--- src/rtl/core/amq_pkg.sv ---
// ----------------------------------------------------------------------------
// amq_pkg
// Types and constants shared by the int8 absmax activation quantizer.
// ----------------------------------------------------------------------------
`default_nettype none

package amq_pkg;

    localparam logic [31:0] FP_ONE     = 32'h3F80_0000;
    localparam logic [31:0] FP_EPS     = 32'h322B_CC77;
    localparam logic [31:0] FP_QMAX    = 32'h42FE_0000;
    localparam logic [7:0]  Q_POS_MAX  = 8'sd127;
    localparam logic [7:0]  Q_NEG_MAX  = -8'sd127;
    localparam logic        CMD_GATHER = 1'b0;
    localparam logic        CMD_QUANT  = 1'b1;

    // Classified item carried from the front to the back
    typedef struct packed {
        logic        cmd;
        logic [31:0] value;
        logic        first;
        logic        last;
        logic        is_nan;
        logic        is_inf;
        logic        is_tiny;
    } item_t;

    typedef struct packed {
        logic [7:0]  quantized;
        logic        sat_pos;
        logic        sat_neg;
        logic [31:0] scale_bits;
        logic        last_out;
    } result_t;

    typedef enum logic [1:0] {
        BK_RUN,
        BK_DIV_SCALE,
        BK_DIV_INV
    } back_state_t;

endpackage

`default_nettype wire

--- src/rtl/core/amq_fifo.sv ---
// ----------------------------------------------------------------------------
// amq_fifo
// Small register FIFO with occupancy count.
// ----------------------------------------------------------------------------
`default_nettype none

module amq_fifo #(
    parameter int WIDTH = 8,
    parameter int DEPTH = 4
) (
    input  wire logic                       clk,
    input  wire logic                       rst_n,
    input  wire logic                       wr_en,
    input  wire logic [WIDTH-1:0]           wr_data,
    output logic                            full,
    input  wire logic                       rd_en,
    output logic [WIDTH-1:0]                rd_data,
    output logic                            empty,
    output logic [$clog2(DEPTH+1)-1:0]      count
);

    localparam int PW = (DEPTH > 1) ? $clog2(DEPTH) : 1;
    localparam int CW = $clog2(DEPTH+1);

    logic [WIDTH-1:0] mem_reg [DEPTH];
    logic [PW-1:0]    wr_ptr_reg, wr_ptr_next;
    logic [PW-1:0]    rd_ptr_reg, rd_ptr_next;
    logic [CW-1:0]    count_reg, count_next;
    logic             do_wr, do_rd;

    assign full    = (count_reg == CW'(DEPTH));
    assign empty   = (count_reg == '0);
    assign count   = count_reg;
    assign rd_data = mem_reg[rd_ptr_reg];
    assign do_wr   = wr_en && !full;
    assign do_rd   = rd_en && !empty;

    always_comb
    begin
        wr_ptr_next = wr_ptr_reg;
        rd_ptr_next = rd_ptr_reg;
        count_next  = count_reg;
        if (do_wr)
        begin
            wr_ptr_next = (wr_ptr_reg == PW'(DEPTH-1)) ? '0 : wr_ptr_reg + 1'b1;
        end
        if (do_rd)
        begin
            rd_ptr_next = (rd_ptr_reg == PW'(DEPTH-1)) ? '0 : rd_ptr_reg + 1'b1;
        end
        if (do_wr && !do_rd)
        begin
            count_next = count_reg + 1'b1;
        end
        else if (do_rd && !do_wr)
        begin
            count_next = count_reg - 1'b1;
        end
    end

    always_ff @(posedge clk or negedge rst_n)
    begin
        if (!rst_n)
        begin
            wr_ptr_reg <= '0;
            rd_ptr_reg <= '0;
            count_reg  <= '0;
        end
        else
        begin
            wr_ptr_reg <= wr_ptr_next;
            rd_ptr_reg <= rd_ptr_next;
            count_reg  <= count_next;
        end
    end

    always_ff @(posedge clk)
    begin
        if (do_wr)
        begin
            mem_reg[wr_ptr_reg] <= wr_data;
        end
    end

endmodule

`default_nettype wire

--- src/rtl/core/amq_front.sv ---
// ----------------------------------------------------------------------------
// amq_front
// Accepts input items, classifies the element and queues it for the back.
// ----------------------------------------------------------------------------
`default_nettype none

module amq_front #(
    parameter int DEPTH = 4
) (
    input  wire logic            clk,
    input  wire logic            rst_n,
    input  wire logic            push,
    output logic                 full,
    input  wire logic            command,
    input  wire logic [31:0]     value_bits,
    input  wire logic            first,
    input  wire logic            last,
    output logic                 item_valid,
    input  wire logic            item_pop,
    output amq_pkg::item_t       item
);

    import amq_pkg::*;

    item_t                      cls;
    logic [$bits(item_t)-1:0]   rd_vec;
    logic                       q_empty;
    logic [$clog2(DEPTH+1)-1:0] q_count;
    logic                       exp_ones;

    assign exp_ones    = (value_bits[30:23] == 8'hFF);
    assign cls.cmd     = command;
    assign cls.value   = value_bits;
    assign cls.first   = first;
    assign cls.last    = last;
    assign cls.is_nan  = exp_ones && (value_bits[22:0] != '0);
    assign cls.is_inf  = exp_ones && (value_bits[22:0] == '0);
    assign cls.is_tiny = (value_bits[30:23] == 8'h00);

    amq_fifo #(
        .WIDTH ($bits(item_t)),
        .DEPTH (DEPTH)
    ) u_queue (
        .clk     (clk),
        .rst_n   (rst_n),
        .wr_en   (push),
        .wr_data (cls),
        .full    (full),
        .rd_en   (item_pop),
        .rd_data (rd_vec),
        .empty   (q_empty),
        .count   (q_count)
    );

    assign item_valid = !q_empty && (q_count != '0);
    assign item       = item_t'(rd_vec);

endmodule

`default_nettype wire

--- src/rtl/core/amq_div.sv ---
// ----------------------------------------------------------------------------
// amq_div
// Radix-2 restoring divider for positive normal single precision operands,
// round to nearest even. One quotient bit per cycle.
// ----------------------------------------------------------------------------
`default_nettype none

module amq_div (
    input  wire logic        clk,
    input  wire logic        rst_n,
    input  wire logic        start,
    input  wire logic [31:0] a_bits,
    input  wire logic [31:0] b_bits,
    output logic             done,
    output logic [31:0]      q_bits
);

    logic              busy_reg;
    logic [4:0]        cnt_reg;
    logic [25:0]       rem_reg;
    logic [24:0]       quo_reg;
    logic [23:0]       mb_reg;
    logic signed [9:0] exp_reg;
    logic              done_reg;
    logic [31:0]       res_reg;

    logic [23:0]       ma, mb;
    logic              pre_sh;
    logic              ge;
    logic              rnd_up;
    logic [24:0]       mant_sum;
    logic signed [9:0] exp_fin;

    assign ma     = {1'b1, a_bits[22:0]};
    assign mb     = {1'b1, b_bits[22:0]};
    assign pre_sh = (ma < mb);
    assign ge     = (rem_reg >= {2'b00, mb_reg});

    assign rnd_up   = quo_reg[0] && ((rem_reg != '0) || quo_reg[1]);
    assign mant_sum = {1'b0, quo_reg[24:1]} + {24'd0, rnd_up};
    assign exp_fin  = exp_reg + $signed({9'd0, mant_sum[24]});

    always_ff @(posedge clk or negedge rst_n)
    begin
        if (!rst_n)
        begin
            busy_reg <= 1'b0;
            cnt_reg  <= '0;
            done_reg <= 1'b0;
        end
        else
        begin
            done_reg <= 1'b0;
            if (start)
            begin
                busy_reg <= 1'b1;
                cnt_reg  <= 5'd25;
            end
            else if (busy_reg)
            begin
                if (cnt_reg != '0)
                begin
                    cnt_reg <= cnt_reg - 1'b1;
                end
                else
                begin
                    busy_reg <= 1'b0;
                    done_reg <= 1'b1;
                end
            end
        end
    end

    always_ff @(posedge clk)
    begin
        if (start)
        begin
            mb_reg  <= mb;
            quo_reg <= '0;
            rem_reg <= pre_sh ? {1'b0, ma, 1'b0} : {2'b00, ma};
            exp_reg <= $signed({2'b00, a_bits[30:23]}) - $signed({2'b00, b_bits[30:23]})
                       + 10'sd127 - $signed({9'd0, pre_sh});
        end
        else if (busy_reg && (cnt_reg != '0))
        begin
            quo_reg <= {quo_reg[23:0], ge};
            if (ge)
            begin
                rem_reg <= {rem_reg - {2'b00, mb_reg}} << 1;
            end
            else
            begin
                rem_reg <= rem_reg << 1;
            end
        end
        else if (busy_reg)
        begin
            res_reg <= {1'b0, exp_fin[7:0], mant_sum[22:0]};
        end
    end

    assign done   = done_reg;
    assign q_bits = res_reg;

endmodule

`default_nettype wire

--- src/rtl/core/amq_back.sv ---
// ----------------------------------------------------------------------------
// amq_back
// Executes queued items: running absmax, scale and reciprocal, and the
// two-stage multiply / round / clamp path for quantize items.
// ----------------------------------------------------------------------------
`default_nettype none

module amq_back #(
    parameter int OUT_DEPTH = 4
) (
    input  wire logic                          clk,
    input  wire logic                          rst_n,
    input  wire logic                          item_valid,
    output logic                               item_pop,
    input  wire amq_pkg::item_t                item,
    input  wire logic [$clog2(OUT_DEPTH+1)-1:0] out_count,
    output logic                               res_wr,
    output amq_pkg::result_t                   res
);

    import amq_pkg::*;

    localparam int OCW = $clog2(OUT_DEPTH+1);

    back_state_t state_reg, state_next;

    logic [31:0] max_reg;
    logic [31:0] scale_reg;
    logic [31:0] inv_reg;

    logic        div_start;
    logic [31:0] div_a, div_b;
    logic        div_done;
    logic [31:0] div_q;

    logic        room;
    logic        pop_g, pop_q;
    logic [31:0] base_max, new_max, cap;
    logic        cap_inf;
    logic [31:0] scale_fix;

    // quantize stage 1
    logic        v1_reg;
    logic [47:0] prod_reg;
    logic [8:0]  esum_reg;
    logic        neg_reg, nan_reg, inf_reg, tiny_reg, last_reg;
    logic [31:0] sc1_reg;

    amq_div u_div (
        .clk    (clk),
        .rst_n  (rst_n),
        .start  (div_start),
        .a_bits (div_a),
        .b_bits (div_b),
        .done   (div_done),
        .q_bits (div_q)
    );

    assign room  = ({1'b0, out_count} + {{OCW{1'b0}}, v1_reg}) < (OCW+1)'(OUT_DEPTH);
    assign pop_g = (state_reg == BK_RUN) && item_valid && (item.cmd == CMD_GATHER);
    assign pop_q = (state_reg == BK_RUN) && item_valid && (item.cmd == CMD_QUANT) && room;
    assign item_pop = pop_g || pop_q;

    // Absolute values compare as unsigned bit patterns
    always_comb
    begin
        base_max = item.first ? 32'd0 : max_reg;
        new_max  = base_max;
        if (!item.is_nan && ({1'b0, item.value[30:0]} > base_max))
        begin
            new_max = {1'b0, item.value[30:0]};
        end
        cap     = (new_max < FP_EPS) ? FP_EPS : new_max;
        cap_inf = (cap[30:23] == 8'hFF);
        scale_fix = (div_q < FP_EPS) ? FP_ONE : div_q;
    end

    always_comb
    begin
        state_next = state_reg;
        case (state_reg)
            BK_RUN:
            begin
                if (pop_g && item.last && !cap_inf)
                begin
                    state_next = BK_DIV_SCALE;
                end
            end
            BK_DIV_SCALE:
            begin
                if (div_done)
                begin
                    state_next = BK_DIV_INV;
                end
            end
            BK_DIV_INV:
            begin
                if (div_done)
                begin
                    state_next = BK_RUN;
                end
            end
            default:
            begin
                state_next = BK_RUN;
            end
        endcase
    end

    always_comb
    begin
        div_start = 1'b0;
        div_a     = cap;
        div_b     = FP_QMAX;
        case (state_reg)
            BK_RUN:
            begin
                div_start = pop_g && item.last && !cap_inf;
            end
            BK_DIV_SCALE:
            begin
                div_start = div_done;
                div_a     = FP_ONE;
                div_b     = scale_fix;
            end
            default:
            begin
                div_start = 1'b0;
            end
        endcase
    end

    always_ff @(posedge clk or negedge rst_n)
    begin
        if (!rst_n)
        begin
            state_reg <= BK_RUN;
            max_reg   <= 32'd0;
            scale_reg <= FP_ONE;
            inv_reg   <= FP_ONE;
            v1_reg    <= 1'b0;
        end
        else
        begin
            state_reg <= state_next;
            v1_reg    <= pop_q;
            if (pop_g)
            begin
                max_reg <= new_max;
                if (item.last && cap_inf)
                begin
                    scale_reg <= FP_ONE;
                    inv_reg   <= FP_ONE;
                end
            end
            if ((state_reg == BK_DIV_SCALE) && div_done)
            begin
                scale_reg <= scale_fix;
            end
            if ((state_reg == BK_DIV_INV) && div_done)
            begin
                inv_reg <= div_q;
            end
        end
    end

    always_ff @(posedge clk)
    begin
        if (pop_q)
        begin
            prod_reg <= {24'd0, 1'b1, item.value[22:0]} * {24'd0, 1'b1, inv_reg[22:0]};
            esum_reg <= {1'b0, item.value[30:23]} + {1'b0, inv_reg[30:23]};
            neg_reg  <= item.value[31];
            nan_reg  <= item.is_nan;
            inf_reg  <= item.is_inf;
            tiny_reg <= item.is_tiny;
            last_reg <= item.last;
            sc1_reg  <= scale_reg;
        end
    end

    // Stage 2: round product to single precision, then to an integer
    logic signed [9:0] e_a, e_b;
    logic [47:0]       m_n;
    logic [23:0]       f_t;
    logic              f_up;
    logic [24:0]       f_s;
    logic [23:0]       f_m;
    logic [2:0]        sh;
    logic [31:0]       fx;
    logic [6:0]        t_int;
    logic              r_up;
    logic [7:0]        r_mag;
    logic              big, sat;
    logic [7:0]        q_val;

    always_comb
    begin
        e_a  = $signed({1'b0, esum_reg}) - 10'sd254 + $signed({9'd0, prod_reg[47]});
        m_n  = prod_reg[47] ? prod_reg : {prod_reg[46:0], 1'b0};
        f_t  = m_n[47:24];
        f_up = m_n[23] && ((m_n[22:0] != '0) || f_t[0]);
        f_s  = {1'b0, f_t} + {24'd0, f_up};
        f_m  = f_s[24] ? 24'h80_0000 : f_s[23:0];
        e_b  = e_a + $signed({9'd0, f_s[24]});
        big  = (e_b >= 10'sd7);
        sh   = 3'((10'sd6 - e_b) & 10'sd7);
        fx   = {f_m, 8'd0} >> sh;
        t_int = fx[31:25];
        r_up = fx[24] && ((fx[23:0] != '0) || t_int[0]);
        r_mag = (e_b < -10'sd1) ? 8'd0 : ({1'b0, t_int} + {7'd0, r_up});
        sat  = inf_reg || big || r_mag[7];
        q_val = neg_reg ? (8'd0 - r_mag) : r_mag;

        res.scale_bits = sc1_reg;
        res.last_out   = last_reg;
        res.sat_pos    = 1'b0;
        res.sat_neg    = 1'b0;
        if (nan_reg || (tiny_reg && !inf_reg))
        begin
            res.quantized = 8'd0;
        end
        else if (sat)
        begin
            res.quantized = neg_reg ? Q_NEG_MAX : Q_POS_MAX;
            res.sat_pos   = !neg_reg;
            res.sat_neg   = neg_reg;
        end
        else
        begin
            res.quantized = q_val;
        end
    end

    assign res_wr = v1_reg;

endmodule

`default_nettype wire

--- src/rtl/core/absmax_int8_activation_quantizer_core.sv ---
// ----------------------------------------------------------------------------
// absmax_int8_activation_quantizer_core
// Two-pass symmetric int8 absmax quantizer for fp32 activations.
// ----------------------------------------------------------------------------
// Input channel: push/full. Each item carries command (0 gather, 1 quantize),
// value_bits (fp32), first and last. Result channel: empty/pop; one result
// per quantize item, oldest on the ports while empty is low.
// Gather items update the running absmax and produce no result; a gather
// item with last set forms scale = max(absmax, 1e-8)/127 and its reciprocal
// in the shared serial divider, one divide after the other, and the back
// end stalls until both are done. An infinite absmax, or a scale below 1e-8,
// gives scale and reciprocal 1.0. Other items sustain one per cycle while
// the result queue has room. After the input queue, a quantize result passes
// the multiply register, then round/clamp into the result queue.
// If the receiver stalls, the result queue fills, the back end stops taking
// items, and full rises once the input queue is also full.
// Reset clears both queues, sets absmax to 0.0 and scale and reciprocal to
// 1.0; no clearing pass is needed.
// ----------------------------------------------------------------------------
`default_nettype none

module absmax_int8_activation_quantizer_core #(
    parameter int IN_DEPTH  = 4,
    parameter int OUT_DEPTH = 4
) (
    input  wire logic              clk,
    input  wire logic              rst_n,
    input  wire logic              push,
    output logic                   full,
    input  wire logic              command,
    input  wire logic [31:0]       value_bits,
    input  wire logic              first,
    input  wire logic              last,
    output logic                   empty,
    input  wire logic              pop,
    output logic signed [7:0]      quantized,
    output logic                   sat_pos,
    output logic                   sat_neg,
    output logic [31:0]            scale_bits,
    output logic                   last_out
);

    import amq_pkg::*;

    item_t                          item;
    logic                           item_valid;
    logic                           item_pop;
    result_t                        res_in;
    result_t                        res_out;
    logic [$bits(result_t)-1:0]     res_vec;
    logic                           res_wr;
    logic                           res_full;
    logic [$clog2(OUT_DEPTH+1)-1:0] res_count;

    amq_front #(
        .DEPTH (IN_DEPTH)
    ) u_front (
        .clk        (clk),
        .rst_n      (rst_n),
        .push       (push),
        .full       (full),
        .command    (command),
        .value_bits (value_bits),
        .first      (first),
        .last       (last),
        .item_valid (item_valid),
        .item_pop   (item_pop),
        .item       (item)
    );

    amq_back #(
        .OUT_DEPTH (OUT_DEPTH)
    ) u_back (
        .clk        (clk),
        .rst_n      (rst_n),
        .item_valid (item_valid),
        .item_pop   (item_pop),
        .item       (item),
        .out_count  (res_count),
        .res_wr     (res_wr),
        .res        (res_in)
    );

    amq_fifo #(
        .WIDTH ($bits(result_t)),
        .DEPTH (OUT_DEPTH)
    ) u_res_queue (
        .clk     (clk),
        .rst_n   (rst_n),
        .wr_en   (res_wr && !res_full),
        .wr_data (res_in),
        .full    (res_full),
        .rd_en   (pop),
        .rd_data (res_vec),
        .empty   (empty),
        .count   (res_count)
    );

    assign res_out    = result_t'(res_vec);
    assign quantized  = $signed(res_out.quantized);
    assign sat_pos    = res_out.sat_pos;
    assign sat_neg    = res_out.sat_neg;
    assign scale_bits = res_out.scale_bits;
    assign last_out   = res_out.last_out;

endmodule

`default_nettype wire

--- config.mk ---
export PLATFORM = sky130hd
export DESIGN_NAME = absmax_int8_activation_quantizer_core
export DESIGN_NICKNAME = d
export VERILOG_FILES = /design/src/rtl/core/amq_pkg.sv /design/src/rtl/core/amq_fifo.sv /design/src/rtl/core/amq_front.sv /design/src/rtl/core/amq_div.sv /design/src/rtl/core/amq_back.sv /design/src/rtl/core/absmax_int8_activation_quantizer_core.sv
export SDC_FILE = /design/constraint.sdc
export NUM_CORES = 2
export LEC_CHECK = 0
export CAP_MARGIN = 10
export CORE_MARGIN = 2
export CORE_UTILIZATION = 30
export DETAILED_ROUTE_END_ITERATION = 10
export DONT_BUFFER_PORTS = 1
export PLACE_DENSITY = 0.55
export SYNTH_ARGS = -nofsm -noshare
export SYNTH_HDL_FRONTEND = slang
export SYNTH_SLANG_ARGS = --single-unit
--- constraint.sdc ---
create_clock -name clk -period 12 [get_ports clk]
set_input_delay 1.2 -clock clk [delete_from_list [all_inputs] [get_ports clk]]
set_output_delay 1.2 -clock clk [all_outputs]
set_load 0.01 [all_outputs]
* After elaboration in Yosys (flattened, before gate mapping) *
Memory sizes are Yosys's and may differ from the RTL's.
Cells that the tools add are included.
Widths: inputs -> output; s select.

operators by class
  add/sub/neg operators = 24
  multipliers = 1
  div/mod/pow operators = 0
  order comparisons = 8
  equality and inequality tests = 13
  shift-type cells = 1
  mux-type cells = 49
  bitwise logic cells = 3
  reduce and logical (&&, ||, !) cells = 71

operators by type and width
  kind                  count
  $mux 32               5
  $mux 31               5
  $mux 26               3
  $add 24x1->25         2
  $mul 24x24->48        1
  $mux 48               1
  $reduce_bool 23->1    2
  $mux 8                5
  $gt 31x32->1          1
  $lt 32x30->1 const B  1
  $shr 32x3->32         1
  $lt 31x30->1 const B  1
  $logic_and 1x1->1     27
  $ge 26x24->1          1
  $reduce_bool 26->1    1
  $mux 25               1
  $sub 25x24->25        1
  $lt 24x24->1          1
  $mux 24               1
  $reduce_bool 24->1    1
  $logic_not 23->1      1
  $add 10x2->10         2
  $mux 2                9
  $reduce_bool 2->1     9
  37 further kinds      87

storage, ports and cells
  register bits after elaboration = 326
  latch bits = 0
  bits in writable memories = 324
  ROM bits = 0
  bits of input ports = 39
  output and inout port bits = 45
  word-level logic and storage cells = 199
  memories = 2

memory list
  memory                   words  width  read ports  clocked after memory_dff  wr ports  line            source
  u_res_queue.mem_reg      4      43     1           0                         1         amq_fifo.sv:25  logic [WIDTH-1:0] mem_reg [DEPTH];
  u_front.u_queue.mem_reg  4      38     1           0                         1         amq_fifo.sv:25

* Logic depth before layout (Yosys ltp) *
  depth in word-level cells = 17
  mapped depth = 41
  gate-level depth less buffers = 30

* By module *
A second synthesis with hierarchy kept.

unflattened totals
  cells, all modules = 4,385
  area, all modules = 49,660.1 um^2

modules (own cells, without submodules)
  module                                 instances  cells an instance  area each (um^2)  sequential area each (um^2)
  amq_back                               1          3,169              29,434.5          5,292.6
  amq_div                                1          699                7,477.2           3,318.2
  amq_fifo (u_res_queue)                 1          262                6,706.4           5,340.1
  amq_fifo (u_front.u_queue)             1          236                5,918.2           4,739.5
  amq_front                              1          18                 110.1             0.0
  absmax_int8_activation_quantizer_core  1          1                  13.8              0.0

* Worst setup path after synthesis *
OpenSTA, ideal clock, no wires.

  path kind = register -> register
  start point = register u_front.u_queue.rd_ptr_reg[1]
  end point = register u_back.v1_reg (netlist: u_back.res_wr)
  setup time = 0.776 ns
  arrival = 7.954 ns
  data required time = 11.224 ns
  path slack = 3.269 ns
  stages on the path, launching flop included = 7
  path buffers = 3
  clock period less this slack = 8.731 ns
  path through = dfrtp_1 -> buf_2 -> buf_1 -> buf_1 -> mux4_2 -> inv_1 -> nor3_1

between the ends
  longest elaborated chain between the ends = 3

ends and longest elaborated chain
  what                            line             source
  start: declaration              amq_fifo.sv:27   logic [PW-1:0] rd_ptr_reg, rd_ptr_next;
  start signal: assignment        amq_fifo.sv:72   rd_ptr_reg <= rd_ptr_next;
  $mem_v2 4x38                    -
  $logic_and 1x1->1 (2 in a row)  amq_back.sv:61   assign pop_q = (state_reg == BK_RUN) && item_valid && (item.cmd == CMD_QUANT) && room;
  via u_back.pop_q                amq_back.sv:37   logic pop_g, pop_q;
  end signal: assignment          amq_back.sv:146  v1_reg <= pop_q;
  end: declaration                amq_back.sv:43   logic v1_reg;

The timed path passes the listed nets, and every way through them passes these cells.
A chain may end at the register's enable or synchronous reset.

* Worst setup path after layout *
  start point = register u_front.u_queue.rd_ptr_reg[0]
  end point = register u_back.prod_reg[47] (data pin)

between the ends
  longest elaborated chain between the ends = 2

ends and longest elaborated chain
  what                    line             source
  $mem_v2 4x38            -
  $mul 24x24->48          amq_back.sv:171  prod_reg <= {24'd0, 1'b1, item.value[22:0]} * {24'd0, 1'b1, inv_reg[22:0]};
  end signal: assignment  amq_back.sv:171
  end: declaration        amq_back.sv:44   logic [47:0] prod_reg;

Every way passes these cells.

==> flow_summary.toml <==
[synthesis]
syn_avg_cell_area_um2 = 11.2
synthFlopType = "edfxtp_1"
yosysSeqAreaShare_pct = 38.4
yosysWarnings = 0
syn_nets = 5101
async_reset_ff_share_pct = 18.3
syn_inst = 4303
syn_area_um2 = 48200
ys_seq_elements = 644
ys_types = 97
synth_edf_count = 501

[drt]
via_per_inst = 4.92
ant_nets = 0
drtIter0Drc = 2456
dr.pass1.iters = 6
post-route-drc-count = 0
num_vias = 31800
drt-total-wl_um = 130000
avgRoutedWirePerCell_um = 20.1

[cells_and_area]
mostFrequentLayoutCells = "inv_1 (578), nand2_1 (545), edfxtp_1 (501), fa_1 (488), ha_1 (271)"
final_common_cell = "inv_1"
largest_reg_flops = 168
syn_to_final_growth_pct = 10.1
fin_nets = 5034
drive_above_1_share_pct = 7.61

[floorplan]
io_pins = 84
dieArea_um2 = 164000
coreArea_um2 = 160000
die_y_um = 405
die_w_um = 405
initial_utilization_pct = 30.1
core.rowCount = 147

[global_route]
grt_pass1_vias = 32400
overflow = 0
grt_antenna_before_repair = 0
grt_usage_pct = 15.9
grt_max_degree = 119
grt_pass1_wl_um = 200000

[sta]
fin_skew_ns = 0.0423
grt_setup_unrepaired = "false"
finalHoldViolations = 0
max_slew_margin_pct = 20.8
finalSetupTns_ns = 0
setup_violations = 0
post-route-worst-setup-slack_ns = 2.74
worst_pin_slew_ns = 1.19
clock.fmax_mhz = 108
period_share_pct = 77.2
period_minus_slack_ns = 9.26
slew_violations = 0

[critical_path]
critPathArrivalTime_ns = 9.66
cp_common_cell = "fa_1"
worstPathMaxFanout = 26
worst-setup-path-type = "register to register"
cp.required_ns = 12.40
critPathBufInv = 4
crit_family = "adder cells"
slowest_delay_ns = 0.94
cp_slowest_cell = "dfrtp_2"
start_kind = "register"
end_kind = "register"

[cts]
cts_hold_buffers = 0
cts_resized = 0
clock_sinks = 644
clockBufferDepth = 3
clk_root_buffer_cell = "clkbuf_16"
cts_tree = "yes"
cts_buffers = 73
insertion_delay_ns = 0.67
cts-htree-levels = 3
cts_setup_buffers = 0
clk_pin_slew_ns = 0.06

[power]
irDropWorstVdd_uv = 194
pwr-share-clk_pct = 21.3
power_frac_seq_pct = 32.6
p_total_mw = 10.6
p_switching_mw = 4.48
pwr-share-comb_pct = 46.1
p_sw_share_pct = 42.2
leakage_nw = 22.1
p_int_mw = 6.13
p_per_area_nw_per_um2 = 200

[placed_design]
pre_cts_ws_ns = 2.66
finalWeightedCongestion = 0.887
io_buffers = 0
dp_hpwl_um = 95500

[min_path]
hold_class = "primary input to async pin"

[status]
status = "complete, no violations"

[job]
max-cap-violations = 0
-- synthesized netlist by cell type (79+ instances only) --
| library cell | number | area (um^2) |
|---|---|---|
| o21ai_0 | 100 | 500 |
| a21oi_1 | 146 | 731 |
| edfxtp_1 | 501 | 15000 |
| mux4_2 | 79 | 1780 |
| xnor2_1 | 93 | 815 |
| ha_1 | 271 | 3390 |
| inv_1 | 578 | 2170 |
| nor2_1 | 182 | 683 |
| dfrtp_1 | 104 | 2600 |
| fa_1 | 488 | 9770 |
| and2_1 | 235 | 1470 |
| nand2_1 | 545 | 2050 |
| clkbuf_1 | 156 | 586 |
-- power groups by stage --
stage | sequential, mW | clock (mW) | combinational (mW)
global route | 3.53 | 2.40 | 5.39
finish | 3.46 | 2.26 | 4.89
global placement | 3.49 | 0 | 4.83
CTS | 3.47 | 2.31 | 4.90
floorplan | 3.32 | 0 | 3.50
detailed placement | 3.51 | 0 | 4.87
-- kinds of logic after synthesis --
family                   after synthesis  share of synthesized area [%]
AO/OA/AOI/OAI                        562                           7.83
XOR/XNOR                             137                           2.49
adder cells (fa/ha/maj)              759                           27.3
buffers and inverters                780                           6.16
flip-flops                           644                           38.4
multiplexers                         149                           5.20
other                                  1                        0.00777
AND/OR/NAND/NOR                     1271                           12.7
-- stage by stage --
stage / utilization [%] / instances / hold slack [ns] / cell area (um^2)
after floorplan: - / 4303 / 0.425 / 48200
after global placement: 31.6 / 6320 / 0.431 / 50600
after detailed placement: 31.6 / 6320 / 0.439 / 50600
after CTS: 33.1 / 6456 / 0.195 / 53100
after global routing: 33.1 / 6457 / 0.216 / 53100
final: 33.2 / 6459 / 0.254 / 53100
-- worst paths after layout --
kind	start	to	slack, ns	cells past startpoint
max reg2reg	u_front.u_queue.rd_ptr_reg[0]	u_back.prod_reg[47]	2.74	25
min in group clk	u_back.u_div.quo_reg[1]	u_back.u_div.quo_reg[2]	0.45	2
max in group asynchronous	rst_n	u_front.u_queue.wr_ptr_reg[1]	11.40	0
min reg2reg	u_back.u_div.quo_reg[1]	u_back.u_div.quo_reg[2]	0.45	2
min	rst_n	u_back.scale_reg[16]	0.25	0
max	u_front.u_queue.rd_ptr_reg[0]	u_back.prod_reg[47]	2.74	25
-- area by class of cell --
class | count | area, um^2
Fill cell | 16000 | 107000
Multi-Input combinational cell | 2879 | 26800
Sequential cell | 644 | 18500
Tap cell | 2160 | 2700
Inverter | 583 | 2190
Clock buffer | 101 | 1990
Clock inverter | 35 | 462
Timing Repair Buffer | 55 | 417
Antenna cell | 2 | 5.00
-- per-layer routing --
metal,vias up,share of wire (%),GRT usage (%),routed length [um]
met5,-,0,0,0
met4,0,2.9,4.75,3780
met3,199,7.0,3.24,9030
met2,958,46,25.0,59200
met1,16200,45,22.0,58000
li1,14400,-,-,-
Power figures use the tool's default switching activity.
